===== config.mk =====
export PLATFORM = sky130hd
export DESIGN_NAME = epid_track
export DESIGN_NICKNAME = d
export VERILOG_FILES = /design/src/rtl/epid_pkg.sv /design/src/rtl/epid_track.sv
export SDC_FILE = /design/constraint.sdc
export NUM_CORES = 1
export LEC_CHECK = 0
export BUFFER_PORTS_ARGS = -buffer_cell sky130_fd_sc_hd__buf_4
export CORE_MARGIN = 2
export CORE_UTILIZATION = 32
export DETAILED_ROUTE_END_ITERATION = 7
export GPL_ROUTABILITY_DRIVEN = 0
export SLEW_MARGIN = 30
export SYNTH_ARGS = -nofsm -noshare
export SYNTH_HDL_FRONTEND = slang
export SYNTH_SLANG_ARGS = --single-unit

===== constraint.sdc =====
create_clock -name clk_i -period 10.36 [get_ports clk_i]
set_input_delay 2.072 -clock clk_i [delete_from_list [all_inputs] [get_ports clk_i]]
set_output_delay 2.072 -clock clk_i [all_outputs]
set_load 0.1 [all_outputs]

===== src/rtl/epid_pkg.sv =====
// ----------------------------------------------------------------------------
// Encoder PID controller package
// Shared widths, register indexes and the records passed between the stages.
// ----------------------------------------------------------------------------
package epid_pkg;

  localparam int unsigned PosW  = 32;
  localparam int unsigned ErrW  = 32;
  localparam int unsigned SumW  = 48;
  localparam int unsigned GainW = 32;
  localparam int unsigned UW    = 82;
  localparam int unsigned DutyW = 8;
  localparam int unsigned IdxW  = 2;

  localparam logic OP_SAMPLE = 1'b0;
  localparam logic OP_TICK   = 1'b1;

  localparam logic [IdxW-1:0] REG_KP = 2'd0;
  localparam logic [IdxW-1:0] REG_KD = 2'd1;
  localparam logic [IdxW-1:0] REG_KI = 2'd2;

  localparam logic [DutyW-1:0] DUTY_MAX = 8'd255;

  typedef struct packed {
    logic signed [GainW-1:0] kp;
    logic signed [GainW-1:0] kd;
    logic signed [GainW-1:0] ki;
  } gains_t;

  typedef struct packed {
    logic signed [ErrW-1:0] err;
    logic signed [ErrW:0]   derr;
    logic signed [SumW-1:0] sum;
    logic [PosW-1:0]        pos;
  } tick_t;

  typedef struct packed {
    logic signed [UW-1:0] u;
    logic [PosW-1:0]      pos;
  } law_t;

endpackage


===== src/rtl/epid_track.sv =====
// ----------------------------------------------------------------------------
// Encoder tracking and error state
// Registers the input beat, counts encoder steps and forms error terms.
// ----------------------------------------------------------------------------
module epid_track import epid_pkg::*; (
  input  logic                  clk_i,
  input  logic                  rst_ni,
  input  logic                  in_valid_i,
  output logic                  in_ready_o,
  input  logic                  opcode_i,
  input  logic                  enc_a_i,
  input  logic                  enc_b_i,
  input  logic signed [ErrW-1:0] target_i,
  output logic                  tick_valid_o,
  input  logic                  tick_ready_i,
  output tick_t                 tick_o
);

  logic                   in_vld_q;
  logic                   op_q;
  logic                   a_q;
  logic                   b_q;
  logic signed [ErrW-1:0] target_q;

  logic                   last_a_q;
  logic [PosW-1:0]        pos_q;
  logic signed [ErrW-1:0] last_err_q;
  logic signed [SumW-1:0] sum_q;

  logic                   tick_vld_q;
  tick_t                  tick_q;

  logic                   tick_en;
  logic                   fire;
  logic signed [ErrW:0]   diff_wide;
  logic signed [ErrW-1:0] err_d;
  logic signed [SumW:0]   sum_wide;
  logic signed [SumW-1:0] sum_d;
  logic signed [ErrW:0]   derr_d;
  logic [PosW-1:0]        pos_d;

  assign tick_en    = !tick_vld_q || tick_ready_i;
  assign fire       = in_vld_q && ((op_q == OP_SAMPLE) || tick_en);
  assign in_ready_o = !in_vld_q || fire;

  always_comb begin
    diff_wide = {target_q[ErrW-1], target_q} - {pos_q[PosW-1], pos_q};
    if (diff_wide[ErrW] != diff_wide[ErrW-1]) begin
      err_d = diff_wide[ErrW] ? {1'b1, {(ErrW-1){1'b0}}} : {1'b0, {(ErrW-1){1'b1}}};
    end else begin
      err_d = diff_wide[ErrW-1:0];
    end
    sum_wide = {sum_q[SumW-1], sum_q} + {{(SumW-ErrW+1){err_d[ErrW-1]}}, err_d};
    if (sum_wide[SumW] != sum_wide[SumW-1]) begin
      sum_d = sum_wide[SumW] ? {1'b1, {(SumW-1){1'b0}}} : {1'b0, {(SumW-1){1'b1}}};
    end else begin
      sum_d = sum_wide[SumW-1:0];
    end
    derr_d = {err_d[ErrW-1], err_d} - {last_err_q[ErrW-1], last_err_q};
    pos_d  = pos_q;
    if (a_q && !last_a_q) begin
      pos_d = b_q ? pos_q + 32'd1 : pos_q - 32'd1;
    end
  end

  always_ff @(posedge clk_i or negedge rst_ni) begin
    if (!rst_ni) begin
      in_vld_q   <= 1'b0;
      tick_vld_q <= 1'b0;
      last_a_q   <= 1'b0;
      pos_q      <= '0;
      last_err_q <= '0;
      sum_q      <= '0;
    end else begin
      if (in_ready_o) begin
        in_vld_q <= in_valid_i;
      end
      if (tick_en) begin
        tick_vld_q <= fire && (op_q == OP_TICK);
      end
      if (fire && (op_q == OP_SAMPLE)) begin
        last_a_q <= a_q;
        pos_q    <= pos_d;
      end
      if (fire && (op_q == OP_TICK)) begin
        last_err_q <= err_d;
        sum_q      <= sum_d;
      end
    end
  end

  always_ff @(posedge clk_i) begin
    if (in_ready_o) begin
      op_q     <= opcode_i;
      a_q      <= enc_a_i;
      b_q      <= enc_b_i;
      target_q <= target_i;
    end
    if (fire && (op_q == OP_TICK)) begin
      tick_q.err  <= err_d;
      tick_q.derr <= derr_d;
      tick_q.sum  <= sum_d;
      tick_q.pos  <= pos_q;
    end
  end

  assign tick_valid_o = tick_vld_q;
  assign tick_o       = tick_q;

endmodule


==> results of run 1 <==
[per-stage QoR]
step / instance area, um2 / utilization, % / setup slack, ns / std cells / hold WS, ns
floorplan: 17500 / - / 3.06 / 1733 / 0.425
global placement: 19700 / 36.5 / 1.95 / 2575 / 0.465
detailed placement: 19700 / 36.5 / 1.69 / 2575 / 0.473
CTS: 20900 / 38.7 / 1.65 / 2638 / 0.484
global route: 20900 / 38.7 / 1.30 / 2638 / 0.495
finish: 20900 / 38.7 / 2.01 / 2638 / 0.478
[critical path, cell delays in order, from the launching register on]
cell and delay, ns:
dfrtp_1 0.46, ha_1 0.21, inv_1 0.06, fa_1 0.41
a211oi_1 0.29, o211a_1 0.22, o21ai_1 0.11, o31ai_2 0.39
or3_1 0.32, nand2_2 0.46, and2_1 0.39, mux2i_4 0.45
buf_4 0.27, o21ai_0 0.22, ha_1 0.42, a211oi_2 0.26
o21ai_1 0.12, o32ai_1 0.25, a21oi_1 0.08, buf_4 0.18
a2111oi_4 0.41, o31ai_2 0.19, or3_1 0.43, a311oi_2 0.32
o211ai_2 0.18, nand2_1 0.37, buf_4 0.44, nand2_1 0.12
[logic make-up after synthesis]
kind of cell    synth area share, %
compound gates                 17.9
simple gates                   12.9
flops                          47.3
buf+inv                        3.71
fa+ha+maj                      9.44
xor+xnor                       6.10
mux                            2.71
[registers in the layout, summed over array words and instances, names as in the netlist]
signal        flops
a_q               1
pos_q            32
sum_q            48
last_a_q          1
op_q              1
b_q               1
target_q         32
last_err_q       32
in_vld_q          1
tick_o          145
tick_valid_o      1
[Yosys cell counts (19+ instances only)]
library cell  count  share of area, %
ha_1            125               8.9
clkbuf_1         46              0.99
nand3_1          67               1.9
nor3_1           38               1.1
o21ai_0         116               3.3
xnor2_1          79               3.9
o21bai_1         19              0.81
edfxtp_1        180                31
nand2b_1         25              0.89
nor2_1          123               2.6
mux2_2           36               2.3
a21oi_1         155               4.4
nand2_1         134               2.9
a21o_1           46               2.0
dfrtp_1         115                16
inv_1           106               2.3
xor2_1           43               2.1
[placed cells by master (no fill, tap or decap), types with 13 or more instances in the layout]
| cell | n |
|---|---|
| a211oi_1 | 13 |
| a21oi_1 | 154 |
| nand2_1 | 134 |
| o21ai_0 | 116 |
| nor3_1 | 38 |
| inv_1 | 106 |
| edfxtp_1 | 180 |
| ha_1 | 125 |
| a31oi_1 | 18 |
| dfrtp_1 | 115 |
| mux2_2 | 36 |
| nand2b_1 | 25 |
| buf_4 | 206 |
| nor2_1 | 123 |
| o211ai_1 | 18 |
| o21a_1 | 18 |
| nand3_1 | 65 |
| xor2_1 | 43 |
| nand4_1 | 17 |
| and2_1 | 15 |
| a21o_1 | 46 |
| xnor2_1 | 79 |
| clkbuf_16 | 37 |
| o21bai_1 | 19 |
[routing by layer]
| layer | track usage, % | wire length (um) |
|---|---|---|
| met2 | 27.5 | 22300 |
| met1 | 22.8 | 21700 |
| met3 | 2.88 | 2860 |
| met4 | 6.10 | 1400 |
| met5 | 0 | 0 |
[worst paths after layout]
check,slack [ns],end,from,cells past startpoint
min in group asynchronous,1.56,last_err_q[26],rst_ni,1
worst max register to register,2.01,tick_o[36],pos_q[0],27
worst min register to register,0.48,tick_o[31],pos_q[31],0
worst min-delay path,0.48,tick_o[31],pos_q[31],0
worst max-delay path,2.01,tick_o[36],pos_q[0],27
max in group asynchronous,7.65,pos_q[8],rst_ni,2
[final cells by class]
type	count	area [um2]
fillers	5262	33100
multi-input cells	1269	8630
repair buffers	208	1570
clock inverters	16	151
clock buffers	47	993
inverters	107	414
flip-flops and latches	295	8280
well taps	696	871
==> results_dict.tcl, run 1 <==
set metrics [dict create \
    status "finished, final reports clean" \
    finalCriticalPeriod_ns 8.35 \
    max_slew_margin_pct 36.0 \
    final-hold-violation-count 0 \
    drc_errors 0 \
    worstSetupPathType "reg2reg" \
    maxCapViolCount 0 \
    fmax_ghz 0.120 \
    synthArstFlopShare_pct 39.0 \
    die_width_um 238 \
    antennaDiodeCount 0 \
    drt-initial-drc-count 962 \
    worstMarginPinSlew_ns 0.936 \
    clk_latency_ns 0.54 \
    core_area_um2 54000 \
    wl_um 48300 \
    clkSinkCount 295 \
    cts_resized 0 \
    grt_use_total_pct 16.9 \
    vias 13771 \
    syn-num-nets 1901 \
    syn_inst 1733 \
    wl_per_cell_um 18.3 \
    hold_path.class "reg2reg" \
    die_h_um 238 \
    grt_antenna_before_repair 0 \
    grt_pass1_vias 13613 \
    initial_core_util_pct 32.4 \
    cts_root_buf "clkbuf_16" \
    cts_max_level 2 \
    ys_seq_area_share_pct 47.3 \
    synth_edf_count 180 \
    hpwlAfterDp_um 35700 \
    ys_ff_latch 295 \
    io_buffers 185 \
    post_cts_buffers 0 \
    io_pins 186 \
    numCtsBuffers 36 \
    drv_slew 0 \
    gr-total-overflow 0 \
    cts_tree "built" \
    period_share_pct 80.6 \
    grt_max_degree 142 \
    final_nets 2085 \
    cp-start-kind "register" \
    clockBufferDepth 3 \
    drive_above_1_share_pct 16.5 \
    vias_per_cell 5.22 \
    syn_area_um2 17500 \
    crit_path_end_kind "register" \
    skew_ns 0.00998 \
    grt_first_pass_wirelength_um 75800 \
    synth.avg_cell_area_um2 10.1 \
    synth_top_flop_cell "edfxtp_1" \
    clk_pin_slew_worst_paths_ns 0.06 \
    ys_types 75 \
    rsz0062_at_grt "false" \
    die_area_um2 56700 \
    dr.pass1.iters 6 \
    holdBufCountCts 0 \
    finalSetupTns_ns 0 \
    setup_viol 0 \
    syn_to_final_growth_pct 19.3 \
    yosysWarnings 0 \
    critPathMaxFanout 37 \
    worstPathArrival_ns 8.62 \
    ant_nets 0 \
    critPathRequiredTime_ns 10.63 \
    std_cell_rows 85 \
]
Power of run 1 is not shown: default switching activity piles up to over one toggle a cycle in this logic, so the estimate is an artifact.
==> run 2: changes to the inputs <==
--- a/config.mk
+++ b/config.mk
@@ -5,6 +5,7 @@
 export SDC_FILE = /design/constraint.sdc
 export NUM_CORES = 1
 export LEC_CHECK = 0
+export ABC_AREA = 1
 export BUFFER_PORTS_ARGS = -buffer_cell sky130_fd_sc_hd__buf_4
 export CORE_MARGIN = 2
 export CORE_UTILIZATION = 32
==> constraint.sdc (replaced) <==
create_clock -name clk_i -period 7.6 [get_ports clk_i]
set_input_delay 1.52 -clock clk_i [delete_from_list [all_inputs] [get_ports clk_i]]
set_output_delay 1.52 -clock clk_i [all_outputs]
set_load 0.1 [all_outputs]
==> run 2 against run 1 <==
Net effect: area after synthesis is 0.14% higher; highest routed layer unchanged; utilization is 0.38 points higher; cell count is 11% higher; largest cell class is now registers; worst setup slack worse by 1.2 ns; critical path depth is 11 higher; first-iteration DRC count is 16% higher; worst hold slack better by 0.0024 ns; via count is 2.8% higher.
==> results_dict.tcl, run 2 <==
set metrics [dict create \
    status "finished, final reports clean" \
    synth_edf_count 180 \
    yosysWarnings 0 \
    critPathTopFamily "compound AO/OA/AOI/OAI gates" \
    die_width_um 238 \
    wl_um 47100 \
    worstSetupPathType "reg2reg" \
    synth_top_flop_cell "edfxtp_1" \
    final_nets 2373 \
    min_delay_path_depth 2 \
    initial_core_util_pct 32.5 \
    die_h_um 238 \
    ant_nets 0 \
    cp-start-kind "register" \
    grt_first_pass_wirelength_um 74200 \
    wl_per_cell_um 16.1 \
    rr_worst_depth 38 \
    clk_latency_ns 0.55 \
    slowest_delay_ns 0.42 \
    hold_path.class "reg2reg" \
    grt_pass1_vias 13806 \
    vias_per_cell 4.83 \
    post_cts_buffers 0 \
    cts_max_level 2 \
    io_pins 186 \
    worstPathArrival_ns 7.31 \
    crit_path_end_kind "register" \
    cts_tree "built" \
    final-hold-violation-count 0 \
    ys_seq_area_share_pct 47.2 \
    drt-initial-drc-count 1117 \
    yosys.area.top_type "edfxtp_1" \
    synth.most_common_cell "nand2_1" \
    drv_slew 0 \
    vias 14160 \
    largest_reg_flops 145 \
    gr-total-overflow 0 \
    io_buffers 185 \
    synthArstFlopShare_pct 39.0 \
    hp-start "a_q" \
    drc_errors 0 \
    final_cell_mix "567 x nand2_1, 215 x inv_1, 209 x buf_4, 180 x edfxtp_1, 147 x a21oi_1" \
    dr.pass1.iters 5 \
    grt_use_total_pct 16.5 \
    std_cell_rows 85 \
    maxCapViolCount 0 \
    ys_types 53 \
    synth_top_area_share_pct 30.8 \
    ys_ff_latch 295 \
    max_slew_margin_pct 45.7 \
    synth_common_cells "567 x nand2_1, 216 x inv_1, 180 x edfxtp_1" \
    finalCriticalPeriod_ns 6.82 \
    cp_num_buf_inv 5 \
    critPathRequiredTime_ns 8.08 \
    grt_antenna_before_repair 0 \
    numCtsBuffers 37 \
    die_area_um2 56700 \
    clockBufferDepth 3 \
    setup_viol 0 \
    syn_to_final_growth_pct 20.3 \
    critPathMaxFanout 30 \
    syn_inst 1998 \
    core_area_um2 54000 \
    finalSetupTns_ns 0 \
    min_to "last_a_q" \
    ff2ff_setup_slack_ns 0.78 \
    hpwlAfterDp_um 35300 \
    crit_slowest_cell "o21ai_0" \
    rr_startpoint "pos_q[2]" \
    crit_top_cell "nand2_1" \
    antennaDiodeCount 0 \
    r2r_end "sum_q[2]" \
    synth.avg_cell_area_um2 8.78 \
    drive_above_1_share_pct 14.3 \
    grt_max_degree 118 \
    skew_ns 0.0157 \
    syn_area_um2 17500 \
    clk_pin_slew_worst_paths_ns 0.06 \
    period_share_pct 89.7 \
    syn-num-nets 2166 \
    worstMarginPinSlew_ns 0.815 \
    clkSinkCount 295 \
    rsz0062_at_grt "false" \
    layout_commonest_cell "nand2_1" \
    ys_top_cells_by_area "edfxtp_1 31%, dfrtp_1 16%, nand2_1 12%" \
    fmax_ghz 0.147 \
    cts_root_buf "clkbuf_16" \
]
==> run 2: cell types whose count changed in the layout (fill, tap and decap cells not counted), sizes merged, moves of 26 or more <==
cell / previous run / this run
a21o: 46 / 10
inv: 107 / 224
mux2: 36 / 0
nand2: 135 / 594
nor3: 38 / 5
xor2: 43 / 69
==> run 2: worst max-delay path by stage <==
| stage | endpoint | depth (start not counted) | startpoint |
|---|---|---|---|
| floorplan | sum_q[28] | 39 | pos_q[0] |
| global placement | sum_q[16] | 38 | pos_q[2] |
| detailed placement | sum_q[2] | 38 | pos_q[2] |
| CTS | sum_q[2] | 38 | pos_q[2] |
| global route | sum_q[6] | 38 | pos_q[2] |
| finish | sum_q[2] | 38 | pos_q[2] |
==> run 2: kinds of logic (layout without fill, tap and decap cells) <==
group / count (synthesis) / in the layout / share of synthesized area [%]
flops: 295 / 295 / 47.2
xor+xnor: 129 / 129 / 6.48
buf+inv: 266 / 502 / 6.11
compound gates: 388 / 388 / 12.4
fa+ha+maj: 129 / 129 / 9.37
simple gates: 791 / 791 / 18.4
==> run 2: metrics by stage <==
step	std cells	cell area [um2]	setup slack (ns)	utilization, %	hold slack [ns]
after floorplan	1998	17500	2.17	-	0.444
after detailed placement	2862	19800	0.717	36.6	0.470
final	2930	21100	0.780	39.1	0.481
after global placement	2862	19800	0.993	36.6	0.459
after CTS	2930	21100	0.666	39.1	0.483
after global routing	2930	21100	0.0661	39.1	0.496
==> run 2: what timing repair did <==
| item | 4_1_cts | 5_1_grt |
|---|---|---|
| resized for setup | 0 | 2 |
| setup endpoints to repair | 0 | 35 |
| hold buffers | 0 | 0 |
==> run 2: final cells by class <==
class / count / area (um2)
timing repair buffer: 210 / 1590
clock inverter: 15 / 243
inverter: 224 / 841
fill: 5329 / 32900
multi-input combinational: 1437 / 8220
tap: 696 / 871
clock buffer: 53 / 1070
sequential: 295 / 8280
==> run 2: worst reg2reg max path: cells and delay by family (launching register included) <==
| kind | cells | cell delay, ns |
|---|---|---|
| compound gates | 10 | 2.81 |
| simple gates | 19 | 1.87 |
| fa+ha+maj | 3 | 0.97 |
| buf+inv | 5 | 0.57 |
| flops | 1 | 0.36 |
| xor+xnor | 1 | 0.17 |
==> run 2: layer usage <==
layer | vias to the layer above | wire length, um | track usage [%]
li1 | 7102 | - | -
met1 | 6589 | 22300 | 22.9
met2 | 406 | 21300 | 26.3
met3 | 63 | 2410 | 2.31
met4 | 0 | 1150 | 5.49
met5 | - | 0 | 0
Power of run 2 is left out for the same reason.
