**src/rtl/epid_pkg.sv**
```systemverilog
// ----------------------------------------------------------------------------
// Encoder PID controller package
// Shared widths, register indexes and the records passed between the stages.
// ----------------------------------------------------------------------------
package epid_pkg;

  localparam int unsigned PosW  = 32;
  localparam int unsigned ErrW  = 32;
  localparam int unsigned SumW  = 48;
  localparam int unsigned GainW = 32;
  localparam int unsigned UW    = 82;
  localparam int unsigned DutyW = 8;
  localparam int unsigned IdxW  = 2;

  localparam logic OP_SAMPLE = 1'b0;
  localparam logic OP_TICK   = 1'b1;

  localparam logic [IdxW-1:0] REG_KP = 2'd0;
  localparam logic [IdxW-1:0] REG_KD = 2'd1;
  localparam logic [IdxW-1:0] REG_KI = 2'd2;

  localparam logic [DutyW-1:0] DUTY_MAX = 8'd255;

  typedef struct packed {
    logic signed [GainW-1:0] kp;
    logic signed [GainW-1:0] kd;
    logic signed [GainW-1:0] ki;
  } gains_t;

  typedef struct packed {
    logic signed [ErrW-1:0] err;
    logic signed [ErrW:0]   derr;
    logic signed [SumW-1:0] sum;
    logic [PosW-1:0]        pos;
  } tick_t;

  typedef struct packed {
    logic signed [UW-1:0] u;
    logic [PosW-1:0]      pos;
  } law_t;

endpackage

```
**src/rtl/epid_drive.sv**
```systemverilog
// ----------------------------------------------------------------------------
// Bridge drive output stage
// Turns the control value into duty and direction and holds the result beat.
// ----------------------------------------------------------------------------
module epid_drive import epid_pkg::*; (
  input  logic        clk_i,
  input  logic        rst_ni,
  input  logic        law_valid_i,
  output logic        law_ready_o,
  input  law_t        law_i,
  output logic        out_valid_o,
  input  logic        out_ready_i,
  output logic [47:0] out_data_o
);

  logic                  vld_q;
  logic [47:0]           data_q;
  logic                  neg;
  logic [UW-1:0]         mag;
  logic [DutyW-1:0]      duty;

  assign law_ready_o = !vld_q || out_ready_i;

  always_comb begin
    neg  = law_i.u[UW-1];
    mag  = neg ? (~law_i.u + 82'd1) : law_i.u;
    duty = (|mag[UW-1:24]) ? DUTY_MAX : mag[23:16];
  end

  always_ff @(posedge clk_i or negedge rst_ni) begin
    if (!rst_ni) begin
      vld_q <= 1'b0;
    end else if (law_ready_o) begin
      vld_q <= law_valid_i;
    end
  end

  always_ff @(posedge clk_i) begin
    if (law_ready_o) begin
      data_q <= {6'd0, law_i.pos, neg, !neg, duty};
    end
  end

  assign out_valid_o = vld_q;
  assign out_data_o  = data_q;

endmodule

```
**config.mk**
```make
export PLATFORM = sky130hd
export DESIGN_NAME = epid_drive
export DESIGN_NICKNAME = d
export VERILOG_FILES = /design/src/rtl/epid_pkg.sv /design/src/rtl/epid_drive.sv
export SDC_FILE = /design/constraint.sdc
export NUM_CORES = 1
export LEC_CHECK = 0
export BUFFER_PORTS_ARGS = -buffer_cell sky130_fd_sc_hd__buf_2
export CORE_ASPECT_RATIO = 0.75
export CORE_MARGIN = 2
export CORE_UTILIZATION = 44
export CTS_BUF_LIST = sky130_fd_sc_hd__clkbuf_4 sky130_fd_sc_hd__clkbuf_8 sky130_fd_sc_hd__clkbuf_16
export DETAILED_ROUTE_END_ITERATION = 6
export PLACE_DENSITY = 0.78
export RECOVER_POWER = 25
export SLEW_MARGIN = 30
export SYNTH_ARGS = -nofsm -noshare
export SYNTH_HDL_FRONTEND = slang
export SYNTH_SLANG_ARGS = --single-unit
```
**constraint.sdc**
```tcl
create_clock -name clk_i -period 1.6 [get_ports clk_i]
set_input_delay 0.24 -clock clk_i [delete_from_list [all_inputs] [get_ports clk_i]]
set_output_delay 0.24 -clock clk_i [all_outputs]
set_load 0.01 [all_outputs]
```
==> results.sh, run 1 <==
export IMPL_status="complete, but fails checks"
export IMPL_violations="setup timing"
export IMPL_post_synth_main_area_contributors="sky130_fd_sc_hd__edfxtp_1 (33%), sky130_fd_sc_hd__nor4_1 (6.2%), sky130_fd_sc_hd__nor2_1 (5.4%)"
export IMPL_placedCellCount=935
export IMPL_fmaxAchievable_ghz=0.299
export IMPL_largest_area_contributor_in_the_netlist="sky130_fd_sc_hd__edfxtp_1"
export IMPL_slew_violations=0
export IMPL_detailed_place_hpwl_mm=18.0
export IMPL_path_max_fanout=8
export IMPL_critical_path_slowest_cell="sky130_fd_sc_hd__or4_1"
export IMPL_clock_skew_final_ns=0.00514
export IMPL_required_ns=1.63
export IMPL_cts_buffers=5
export IMPL_syn_area_um2=3850
export IMPL_synth_largest_type_area_fraction_pct=32.8
export IMPL_synth_ff_latch_count=43
export IMPL_place_ws_ns=-2.03
export IMPL_hold_slack_final_ns=0.122
export IMPL_globalplace_congestion=1.08
export IMPL_grt_usage_pct=46.2
export IMPL_post_route_cells_drive_above_1_share_pct=52.7
export IMPL_drt_drc_violations_left=0
export IMPL_initial_core_util_pct=45.3
export IMPL_unrepaired_setup_endpoints_after_global_routing="true"
export IMPL_grt_pass1_wl_mm=33.8
export IMPL_std_cell_rows=29
export IMPL_grt_remaining_overflow=0
export IMPL_synthesis_yosys_warnings=0
export IMPL_die_w_um=112
export IMPL_finalSetupViolations=8
export IMPL_drt_vias_per_instance=6.50
export IMPL_worst_slew_pin_transition_ns=0.587
export IMPL_maxCapViolations=0
export IMPL_holdCritPathClass="primary input to register"
export IMPL_critical_path_max_stage_delay_ns=0.60
export IMPL_path_class="primary input to register"
export IMPL_synth_cell_types=72
export IMPL_post_synth_cell_area_avg_um2=8.38
export IMPL_postSynth_topFlopCell="sky130_fd_sc_hd__edfxtp_1"
export IMPL_detailedRoute_firstIterationViolations=1227
export IMPL_area_growth_synth_to_final_pct=76.9
export IMPL_yosysSeqAreaShare_pct=33.4
export IMPL_die_area_um2=9510
export IMPL_drt_wl_total_mm=22.5
export IMPL_top_level_ports=168
export IMPL_cp_end_kind="register"
export IMPL_slew_limit_headroom_pct=60.5
export IMPL_clock_slew_seen_by_the_registers_of_the_worst_setup_and_hold_paths_ns=0.06
export IMPL_grt_pass1_vias=6043
export IMPL_crit_arrival_ns=3.37
export IMPL_clkLatencyLatePin_ns=0.29
export IMPL_fin_crit_ns=3.34
export IMPL_final_cell_area_um2=6800
export IMPL_die_h_um=85.0
export IMPL_design_power_total_w=0.00344
export IMPL_synth_edff_count=42
export IMPL_detail_route_wl_per_cell_um=23.6
export IMPL_nets=962
export IMPL_drt_pre_antenna_iters=6
export IMPL_hold_violations=0
export IMPL_placement_io_buffers=161
export IMPL_vdd_drop_max_mv=1.16
export IMPL_netlist_instances=459
export IMPL_fin_ws_ns=-1.74
export IMPL_tritoncts="done"
export IMPL_critPathLaunchType="primary input"
export IMPL_antenna_found_initial=1
export IMPL_power_per_cell_area_nw_per_um2=506
export IMPL_drt_antenna_violating_nets=0
export IMPL_cts_root_to_sink_buffers=2
export IMPL_pin_count_of_the_biggest_net_entering_global_routing=21
export IMPL_path_delay_family="simple AND/OR/NAND/NOR gates"
export IMPL_num_vias=6198
export IMPL_ys_async_sr_fraction_pct=2.33
export IMPL_power_static_leakage_nw=3.03
export IMPL_core_area_um2=8490
export IMPL_post_layout_nonfiller_instances=954
export IMPL_worstPathCellList="buf_2 > buf_4 > or4_1 > nor3b_1 > o22ai_1 > a22o_1 > nor4_2 > and4_1 > nand4_1 > nor4bb_4 > buf_6 > nand3_2"
export IMPL_path_buf_inv=3
export IMPL_htree_num_levels=2
export IMPL_nFillCells=574
export IMPL_post_dp_cell_area_um2=6430
export IMPL_tritoncts_num_sinks=43
export IMPL_post_route_period_util_pct=209
export IMPL_clock_root_buffer="sky130_fd_sc_hd__clkbuf_16"
## worst reg2reg max path, delay by kind of cell, from the launching register on
family                 cells  cell delay (ns)
AND/OR/NAND/NOR            1             0.29
flip-flops                 1             0.43
buffers and inverters      1             0.21
## routing by layer
layer	GRT usage [%]	part of all wire, %
met2	74.4	43
met3	13.0	16
met4	21.0	5.8
met1	58.3	35
met5	0	0
## layout make-up
class                   instances  area [µm²]  share of cell area [%]
inverters                      12        45.0                   0.662
diodes                          1        2.50                  0.0368
repair buffers                398        2640                    38.8
clock buffers                   5         125                    1.84
well taps                     108         135                    1.99
flip-flops and latches         43        1290                    18.9
clock inverters                 3        15.0                   0.221
multi-input cells             384        2560                    37.6
## repair_timing
item / in CTS / in global routing
endpoints found under the hold margin: 1 / 0
resized for setup: 22 / 5
setup buffers: 3 / 5
cloned: 1 / 0
hold buffers: 1 / 0
endpoints found under the setup margin: 8 / 9
pin swaps: 9 / 10
## placed cells by master (no fill, tap or decap), types with 5 or more instances in the layout
master / netlist / routed
sky130_fd_sc_hd__a31oi_1: 9 / 9
sky130_fd_sc_hd__buf_6: 1 / 6
sky130_fd_sc_hd__buf_4: 7 / 230
sky130_fd_sc_hd__nor4_1: 38 / 33
sky130_fd_sc_hd__a21oi_1: 11 / 11
sky130_fd_sc_hd__nor2_1: 55 / 54
sky130_fd_sc_hd__nand4_1: 18 / 18
sky130_fd_sc_hd__o211ai_1: 6 / 6
sky130_fd_sc_hd__nand2_1: 33 / 33
sky130_fd_sc_hd__and4_1: 5 / 5
sky130_fd_sc_hd__clkbuf_16: 0 / 5
sky130_fd_sc_hd__nand2b_1: 7 / 6
sky130_fd_sc_hd__or4_1: 13 / 12
sky130_fd_sc_hd__edfxtp_1: 42 / 42
sky130_fd_sc_hd__nor3_1: 27 / 25
sky130_fd_sc_hd__o22ai_1: 6 / 6
sky130_fd_sc_hd__xnor2_1: 8 / 8
sky130_fd_sc_hd__nand3_1: 25 / 23
sky130_fd_sc_hd__conb_1: 1 / 6
sky130_fd_sc_hd__nor4_2: 5 / 7
sky130_fd_sc_hd__or3_1: 10 / 8
sky130_fd_sc_hd__inv_1: 11 / 11
sky130_fd_sc_hd__and3_1: 10 / 10
sky130_fd_sc_hd__o21ai_0: 9 / 9
sky130_fd_sc_hd__nor4_4: 2 / 5
sky130_fd_sc_hd__buf_2: 3 / 157
## synth_stat cells, drive strengths merged, types with 2 or more instances
cell type,n
nor2,57
nor4,45
edfxtp,42
nand2,33
nor3,29
nand3,25
nand4,18
or4,14
buf,13
clkbuf,13
a21oi,11
inv,11
or3,11
and3,10
o21ai,10
a31oi,9
xnor2,8
nand2b,7
o211ai,6
o22ai,6
a211oi,5
and4,5
o31ai,5
a41oi,4
o2111ai,4
or2,4
a22oi,3
a311oi,3
and2,3
mux2,3
mux2i,3
nor4b,3
o21bai,3
xor2,3
a22o,2
a31o,2
a41o,2
o311ai,2
o32ai,2
o41ai,2
## logic make-up (layout without fill, tap and decap cells)
kind of cell,after synthesis,count (layout),share of synthesized area (%)
AOI/OAI and AO/OA,90,90,17.1
xor gates and xnor gates,11,11,2.51
buffers and inverters,38,418,4.68
other,1,7,0.0975
and+or+nand+nor,270,271,40.4
muxes,6,6,1.76
DFF,43,43,33.4
## where the power goes
group          leakage (nW)  internal, W  switching (W)
Sequential            0.410      0.00131      0.0000217
Combinational          2.55     0.000506       0.000602
Clock                0.0649     0.000568       0.000429
Total                  3.03      0.00239        0.00105
## through the flow
stage	util, %	setup TNS (ns)
floorplan	-	-10.86
global placement	75.8	-15.58
detailed placement	75.8	-16.09
CTS	79.4	-12.28
global route	80.1	-13.66
finish	80.1	-13.82
## sequential cells by signal, indices dropped and copies added (netlist names)
name,cells
out_valid_o,1
out_data_o,42
## final timing paths
check	startpoint	endpoint	slack, ns	cells after the start
setup / recovery	law_i[51]	out_data_o[4]	-1.74	12
setup reg to reg	out_valid_o	out_data_o[28]	0.38	2
hold / removal	law_i[9]	out_data_o[19]	0.12	1
hold reg to reg	out_valid_o	out_data_o[25]	0.88	1
max in group asynchronous	rst_ni	out_valid_o	1.24	2
min in group asynchronous	rst_ni	out_valid_o	0.28	2
No activity file was read; power rests on OpenSTA's default activity.
==> inputs of run 2 (changes only) <==
--- a/config.mk
+++ b/config.mk
@@ -5,13 +5,14 @@
 export SDC_FILE = /design/constraint.sdc
 export NUM_CORES = 1
 export LEC_CHECK = 0
+export ABC_AREA = 1
 export BUFFER_PORTS_ARGS = -buffer_cell sky130_fd_sc_hd__buf_2
 export CORE_ASPECT_RATIO = 0.75
 export CORE_MARGIN = 2
-export CORE_UTILIZATION = 44
+export CORE_UTILIZATION = 46
 export CTS_BUF_LIST = sky130_fd_sc_hd__clkbuf_4 sky130_fd_sc_hd__clkbuf_8 sky130_fd_sc_hd__clkbuf_16
 export DETAILED_ROUTE_END_ITERATION = 6
-export PLACE_DENSITY = 0.78
+export PLACE_DENSITY = 0.79
 export RECOVER_POWER = 25
 export SLEW_MARGIN = 30
 export SYNTH_ARGS = -nofsm -noshare
==> run 2 against run 1 <==
The run ends with DRC, setup timing left. Die area is 10% higher. Sequential power hardly changed. Via count is 19% higher. Synthesized cell count is 64% higher. Fmax is 24% higher. Register-to-register slack worse by 0.02 ns. Clock skew hardly changed. Clock-buffer cell count is 1 higher.
==> results.sh, run 2 <==
export IMPL_status="complete, but fails checks"
export IMPL_violations="DRC, setup timing"
export IMPL_totalNegativeSetupSlack_ns=-8.60
export IMPL_cell_depth_of_the_worst_min_delay_path=1
export IMPL_post_synth_cell_area_avg_um2=5.91
export IMPL_post_route_period_util_pct=169
export IMPL_layout_commonest_cell="sky130_fd_sc_hd__nand2_1"
export IMPL_crit_arrival_ns=2.71
export IMPL_synth_cells_most_frequent="sky130_fd_sc_hd__nand2_1 (265), sky130_fd_sc_hd__nor2_1 (166), sky130_fd_sc_hd__nand3_1 (84)"
export IMPL_drt_antenna_violating_nets=0
export IMPL_die_h_um=89.1
export IMPL_worstPathCellList="buf_4 > nor2_4 > nand2_2 > nor2_1 > nand2_1 > nor2_1 > nand2_1 > nand3_1 > nand2_1 > nor2_1 > nand3_1 > nor2_1 > nand2_1 > nor2_4 > nand3_1"
export IMPL_design_power_total_w=0.00370
export IMPL_detailed_place_hpwl_mm=13.8
export IMPL_path_class="primary input to register"
export IMPL_r2r_end="out_data_o[21]"
export IMPL_cts_buffers=5
export IMPL_syn_area_um2=4450
export IMPL_pin_count_of_the_biggest_net_entering_global_routing=30
export IMPL_grt_remaining_overflow=0
export IMPL_top_level_ports=168
export IMPL_worst_r2r_startpoint="out_valid_o"
export IMPL_grt_pass1_vias=5976
export IMPL_post_route_cells_drive_above_1_share_pct=50.5
export IMPL_critical_path_max_stage_delay_ns=0.37
export IMPL_clock_root_buffer="sky130_fd_sc_hd__clkbuf_16"
export IMPL_num_vias=7348
export IMPL_slew_violations=0
export IMPL_mostFrequentLayoutCells="sky130_fd_sc_hd__nand2_1 (209), sky130_fd_sc_hd__buf_4 (173), sky130_fd_sc_hd__buf_2 (147)"
export IMPL_worst_hold_path_endpoint="out_data_o[26]"
export IMPL_tritoncts_num_sinks=43
export IMPL_detailedRoute_firstIterationViolations=1139
export IMPL_maxCapViolations=0
export IMPL_core_area_um2=9540
export IMPL_initial_core_util_pct=46.6
export IMPL_drt_drc_violations_left=101
export IMPL_vdd_drop_max_mv=0.562
export IMPL_drt_vias_per_instance=6.02
export IMPL_flip_flop_count_of_the_largest_register_after_layout=42
export IMPL_synth_largest_type_area_fraction_pct=28.4
export IMPL_holdCritPathClass="primary input to register"
export IMPL_power_per_cell_area_nw_per_um2=473
export IMPL_power_static_leakage_nw=3.60
export IMPL_post_dp_cell_area_um2=6680
export IMPL_crit_path_start="law_i[59]"
export IMPL_yosysSeqAreaShare_pct=28.9
export IMPL_unrepaired_setup_endpoints_after_global_routing="true"
export IMPL_grt_pass1_wl_mm=28.3
export IMPL_clkLatencyLatePin_ns=0.28
export IMPL_largest_area_contributor_in_the_netlist="sky130_fd_sc_hd__edfxtp_1"
export IMPL_cts_root_to_sink_buffers=2
export IMPL_worst_r2r_setup_slack_ns=0.36
export IMPL_required_ns=1.61
export IMPL_fin_crit_ns=2.70
export IMPL_drt_pre_antenna_iters=7
export IMPL_critPathLaunchType="primary input"
export IMPL_std_cell_rows=31
export IMPL_grt_usage_pct=33.7
export IMPL_synth_ff_latch_count=43
export IMPL_slew_limit_headroom_pct=59.2
export IMPL_area_growth_synth_to_final_pct=76.0
export IMPL_fmaxAchievable_ghz=0.370
export IMPL_critical_path_slowest_cell="sky130_fd_sc_hd__nor2_1"
export IMPL_hold_violations=0
export IMPL_detail_route_wl_per_cell_um=19.6
export IMPL_finalSetupViolations=8
export IMPL_fin_ws_ns=-1.10
export IMPL_worst_slew_pin_transition_ns=0.609
export IMPL_htree_num_levels=2
export IMPL_die_w_um=118
export IMPL_globalplace_congestion=1.07
export IMPL_synthesis_yosys_warnings=0
export IMPL_tritoncts="done"
export IMPL_ys_async_sr_fraction_pct=2.33
export IMPL_synth_cell_types=33
export IMPL_hold_start="law_i[16]"
export IMPL_netlist_instances=752
export IMPL_placement_io_buffers=161
export IMPL_diodes=0
export IMPL_clock_slew_seen_by_the_registers_of_the_worst_setup_and_hold_paths_ns=0.06
export IMPL_final_cell_area_um2=7830
export IMPL_cp_end_kind="register"
export IMPL_clock_skew_final_ns=0.00497
export IMPL_die_area_um2=10500
export IMPL_worst_r2r_path_depth=2
export IMPL_synth_most_common_cell="sky130_fd_sc_hd__nand2_1"
export IMPL_nets=1206
export IMPL_drt_wl_total_mm=24.0
export IMPL_path_max_fanout=8
export IMPL_synth_edff_count=42
export IMPL_postSynth_topFlopCell="sky130_fd_sc_hd__edfxtp_1"
export IMPL_post_synth_main_area_contributors="sky130_fd_sc_hd__edfxtp_1 (28%), sky130_fd_sc_hd__nand2_1 (22%), sky130_fd_sc_hd__nor2_1 (14%)"
export IMPL_antenna_found_initial=0
export IMPL_nFillCells=580
[run 2: changes by cell type after synthesis, moves of 12 or more]
cell	before	now
sky130_fd_sc_hd__nand4_1	18	6
sky130_fd_sc_hd__nor4_1	38	1
sky130_fd_sc_hd__o21ai_0	9	23
sky130_fd_sc_hd__nand2_1	33	265
sky130_fd_sc_hd__inv_1	11	67
sky130_fd_sc_hd__or4_1	13	0
sky130_fd_sc_hd__nor3_1	27	2
sky130_fd_sc_hd__nor2_1	55	166
sky130_fd_sc_hd__nand3_1	25	84
[run 2: timing repair]
action	CTS	global route
hold buffers	1	0
setup endpoints to repair	8	8
cloned	1	1
buffers inserted	14	8
pin swaps	40	52
endpoints found under the hold margin	1	0
gates resized for setup	119	118
[run 2: worst max path at each step]
| stage | cells past startpoint | endpoint | slack [ns] |
|---|---|---|---|
| after floorplan | 14 | out_data_o[0] | -0.23 |
| after global routing | 16 | out_data_o[7] | -1.10 |
| final | 15 | out_data_o[1] | -1.10 |
| after CTS | 18 | out_data_o[5] | -0.42 |
| after global placement | 17 | out_data_o[4] | -0.85 |
| after detailed placement | 17 | out_data_o[0] | -0.89 |
[run 2: area by class of cell]
type                       count  area [µm²]  share of cell area (%)
sequential                    43        1290                    16.4
timing repair buffer         337        2280                    29.1
clock inverter                 2        12.5                   0.160
inverter                      70         263                    3.36
multi-input combinational    631        3690                    47.1
tap                          132         165                    2.11
clock buffer                   6         133                    1.69
[run 2: worst max-delay path, delay by kind of cell]
kind	cells	cell delay, ns
and+or+nand+nor	14	2.30
buffers and inverters	1	0.14
[run 2: power breakdown]
part	switching, W	internal, W
Clock	0.000381	0.000592
Sequential	0.0000173	0.00131
Combinational	0.000825	0.000576
Total	0.00122	0.00248
[run 2: cells by family (layout without fill, tap and decap cells)]
family	count (synthesis)	in the layout	share of synthesized area, %
buffers and inverters	85	415	7.85
XOR/XNOR	17	17	3.35
flip-flops	43	43	28.9
AO/OA/AOI/OAI	39	39	5.15
other	1	6	0.0844
AND/OR/NAND/NOR	567	569	54.6
[run 2: stage by stage]
stage          util (%)  hold slack (ns)  setup slack, ns  instances
3_3_place_gp       70.0           0.0167           -0.851       1188
4_1_cts            76.6            0.129           -0.422       1212
6_report           82.0            0.131            -1.10       1221
5_1_grt            82.0            0.130            -1.10       1221
2_1_floorplan         -          -0.0556           -0.226        757
3_5_place_dp       70.0           0.0196           -0.893       1188
[run 2: metal layers]
metal | global-route usage (%) | wire (µm) | up-vias
met5 | 0 | 0 | -
met4 | 11.8 | 2320 | 0
met3 | 6.44 | 3520 | 298
met2 | 60.1 | 10200 | 812
met1 | 41.8 | 7950 | 3172
li1 | - | - | 3066
==> inputs of run 3 (changes only) <==
--- a/config.mk
+++ b/config.mk
@@ -12,6 +12,7 @@
 export CORE_UTILIZATION = 46
 export CTS_BUF_LIST = sky130_fd_sc_hd__clkbuf_4 sky130_fd_sc_hd__clkbuf_8 sky130_fd_sc_hd__clkbuf_16
 export DETAILED_ROUTE_END_ITERATION = 6
+export MAX_ROUTING_LAYER = met4
 export PLACE_DENSITY = 0.79
 export RECOVER_POWER = 25
 export SLEW_MARGIN = 30
==> constraint.sdc (replaced) <==
create_clock -name clk_i -period 2.36 [get_ports clk_i]
set_input_delay 0.354 -clock clk_i [delete_from_list [all_inputs] [get_ports clk_i]]
set_output_delay 0.354 -clock clk_i [all_outputs]
set_load 0.01 [all_outputs]
==> run 3 against run 2 <==
The run now ends clean. Sequential share of layout area grew 2.7 points. Core utilization shrank 12 points. Via count shrank 19%. Clock skew shrank 0.0031 ns. Critical endpoint is now out_data_o[6]. Largest cell class unchanged.
==> results.sh, run 3 (synthesis gave the netlist of run 2 again) <==
export IMPL_antenna_found_initial=0
export IMPL_path_class="primary input to register"
export IMPL_die_h_um=89.1
export IMPL_detailedRoute_firstIterationViolations=511
export IMPL_detail_route_wl_per_cell_um=14.4
export IMPL_placedCellCount=1140
export IMPL_grt_remaining_overflow=0
export IMPL_drt_wl_total_mm=16.6
export IMPL_nets=1141
export IMPL_worst_path_stages=17
export IMPL_path_delay_family="simple AND/OR/NAND/NOR gates"
export IMPL_critical_path_slowest_cell="sky130_fd_sc_hd__nor2_4"
export IMPL_crit_arrival_ns=2.30
export IMPL_power_per_cell_area_nw_per_um2=340
export IMPL_htree_num_levels=2
export IMPL_clock_skew_final_ns=0.00187
export IMPL_clock_slew_seen_by_the_registers_of_the_worst_setup_and_hold_paths_ns=0.06
export IMPL_critPathLaunchType="primary input"
export IMPL_grt_pass1_wl_mm=25.0
export IMPL_worst_r2r_startpoint="out_valid_o"
export IMPL_std_cell_rows=31
export IMPL_worst_r2r_setup_slack_ns=1.07
export IMPL_die_area_um2=10500
export IMPL_placement_io_buffers=161
export IMPL_cp_common_cell="sky130_fd_sc_hd__nand2_1"
export IMPL_mostFrequentLayoutCells="sky130_fd_sc_hd__nand2_1 (248), sky130_fd_sc_hd__buf_2 (161), sky130_fd_sc_hd__buf_4 (109)"
export IMPL_unrepaired_setup_endpoints_after_global_routing="true"
export IMPL_die_w_um=118
export IMPL_finalSetupViolations=0
export IMPL_path_max_fanout=8
export IMPL_fmaxAchievable_ghz=0.437
export IMPL_worst_hold_path_endpoint="out_data_o[13]"
export IMPL_hold_violations=0
export IMPL_hold_start="law_i[3]"
export IMPL_post_route_period_util_pct=96.9
export IMPL_post_route_cells_drive_above_1_share_pct=40.7
export IMPL_pin_count_of_the_biggest_net_entering_global_routing=27
export IMPL_worstPathCellList="buf_2 > nor2_1 > nand2_2 > nor2_2 > nand2_1 > nor2_2 > nand2_2 > nand2_2 > nand2_1 > nand2_1 > nand2_1 > nor2_1 > nand2_1 > nor2_2 > nand2_2 > nor2_4 > nand3_1"
export IMPL_initial_core_util_pct=46.6
export IMPL_core_area_um2=9540
export IMPL_post_layout_nonfiller_instances=1156
export IMPL_area_growth_synth_to_final_pct=51.0
export IMPL_totalNegativeSetupSlack_ns=0
export IMPL_vdd_drop_max_mv=0.341
export IMPL_layout_commonest_cell="sky130_fd_sc_hd__nand2_1"
export IMPL_tritoncts="done"
export IMPL_status="finished, final reports clean"
export IMPL_drt_drc_violations_left=0
export IMPL_maxCapViolations=0
export IMPL_holdCritPathClass="primary input to register"
export IMPL_cell_depth_of_the_worst_min_delay_path=1
export IMPL_drt_pre_antenna_iters=5
export IMPL_cp_end_kind="register"
export IMPL_grt_pass1_vias=5155
export IMPL_diodes=0
export IMPL_fin_crit_ns=2.29
export IMPL_r2r_end="out_data_o[8]"
export IMPL_detailed_place_hpwl_mm=13.3
export IMPL_power_static_leakage_nw=3.12
export IMPL_multi_input_comb_area_um2=3200
export IMPL_clkLatencyLatePin_ns=0.28
export IMPL_drt_vias_per_instance=5.14
export IMPL_slew_violations=0
export IMPL_cts_buffers=5
export IMPL_critical_path_max_stage_delay_ns=0.22
export IMPL_flip_flop_count_of_the_largest_register_after_layout=42
export IMPL_worst_r2r_path_depth=2
export IMPL_cts_root_to_sink_buffers=2
export IMPL_required_ns=2.38
export IMPL_seq_area_um2=1290
export IMPL_num_vias=5940
export IMPL_grt_usage_pct=30.5
export IMPL_drt_antenna_violating_nets=0
export IMPL_top_level_ports=168
export IMPL_globalplace_congestion=1.04
export IMPL_clock_root_buffer="sky130_fd_sc_hd__clkbuf_16"
export IMPL_path_buf_inv=1
export IMPL_nFillCells=864
export IMPL_tritoncts_num_sinks=43
## run 3: cell count changes in the layout (fill, tap and decap cells not counted), sizes merged
cell	previous run	this run
buf	336	271
## run 3: final cells by class
type	count	share of cell area [%]
multi-input combinational	631	47.7
timing repair buffer	272	24.6
sequential	43	19.2
inverter	70	3.91
tap	132	2.46
clock buffer	6	1.98
clock inverter	2	0.186
## run 3: worst max-delay path by stage
stage	end	from	slack, ns
5_1_grt	out_data_o[5]	law_i[65]	-0.15
3_5_place_dp	out_data_o[4]	law_i[66]	-0.21
3_3_place_gp	out_data_o[4]	law_i[66]	-0.20
2_1_floorplan	out_data_o[0]	law_i[43]	0.39
6_report	out_data_o[6]	law_i[71]	0.07
4_1_cts	out_data_o[4]	law_i[66]	0.08
## run 3: layer usage
| metal | global-route usage [%] | wire [µm] |
|---|---|---|
| met3 | 3.44 | 1620 |
| met5 | - | 0 |
| met4 | 5.91 | 199 |
| met2 | 48.4 | 7460 |
| met1 | 42.7 | 7360 |
## run 3: where the power goes
| group | internal [W] | total, W | switching [W] |
|---|---|---|---|
| Clock | 0.000401 | 0.000655 | 0.000254 |
| Combinational | 0.000300 | 0.000730 | 0.000429 |
| Sequential | 0.000890 | 0.000900 | 0.00000985 |
## run 3: timing repair
item / 4_1_cts / 5_1_grt
buffers inserted: 0 / 5
hold buffers: 1 / 0
gates resized for setup: 0 / 118
setup endpoints to repair: 0 / 8
endpoints found under the hold margin: 1 / 0
## run 3: metrics by stage
| stage | total power, W | utilization [%] | setup WS [ns] | hold WS (ns) | instance area [µm²] |
|---|---|---|---|---|---|
| 5_1_grt | 0.00240 | 70.4 | -0.151 | 0.239 | 6710 |
| 4_1_cts | 0.00223 | 66.1 | 0.0806 | 0.246 | 6310 |
| 2_1_floorplan | 0.00124 | - | 0.390 | 0.0584 | 4460 |
| 3_3_place_gp | 0.00157 | 64.5 | -0.196 | 0.129 | 6150 |
| 3_5_place_dp | 0.00158 | 64.5 | -0.206 | 0.131 | 6150 |
| 6_report | 0.00228 | 70.4 | 0.0731 | 0.250 | 6710 |
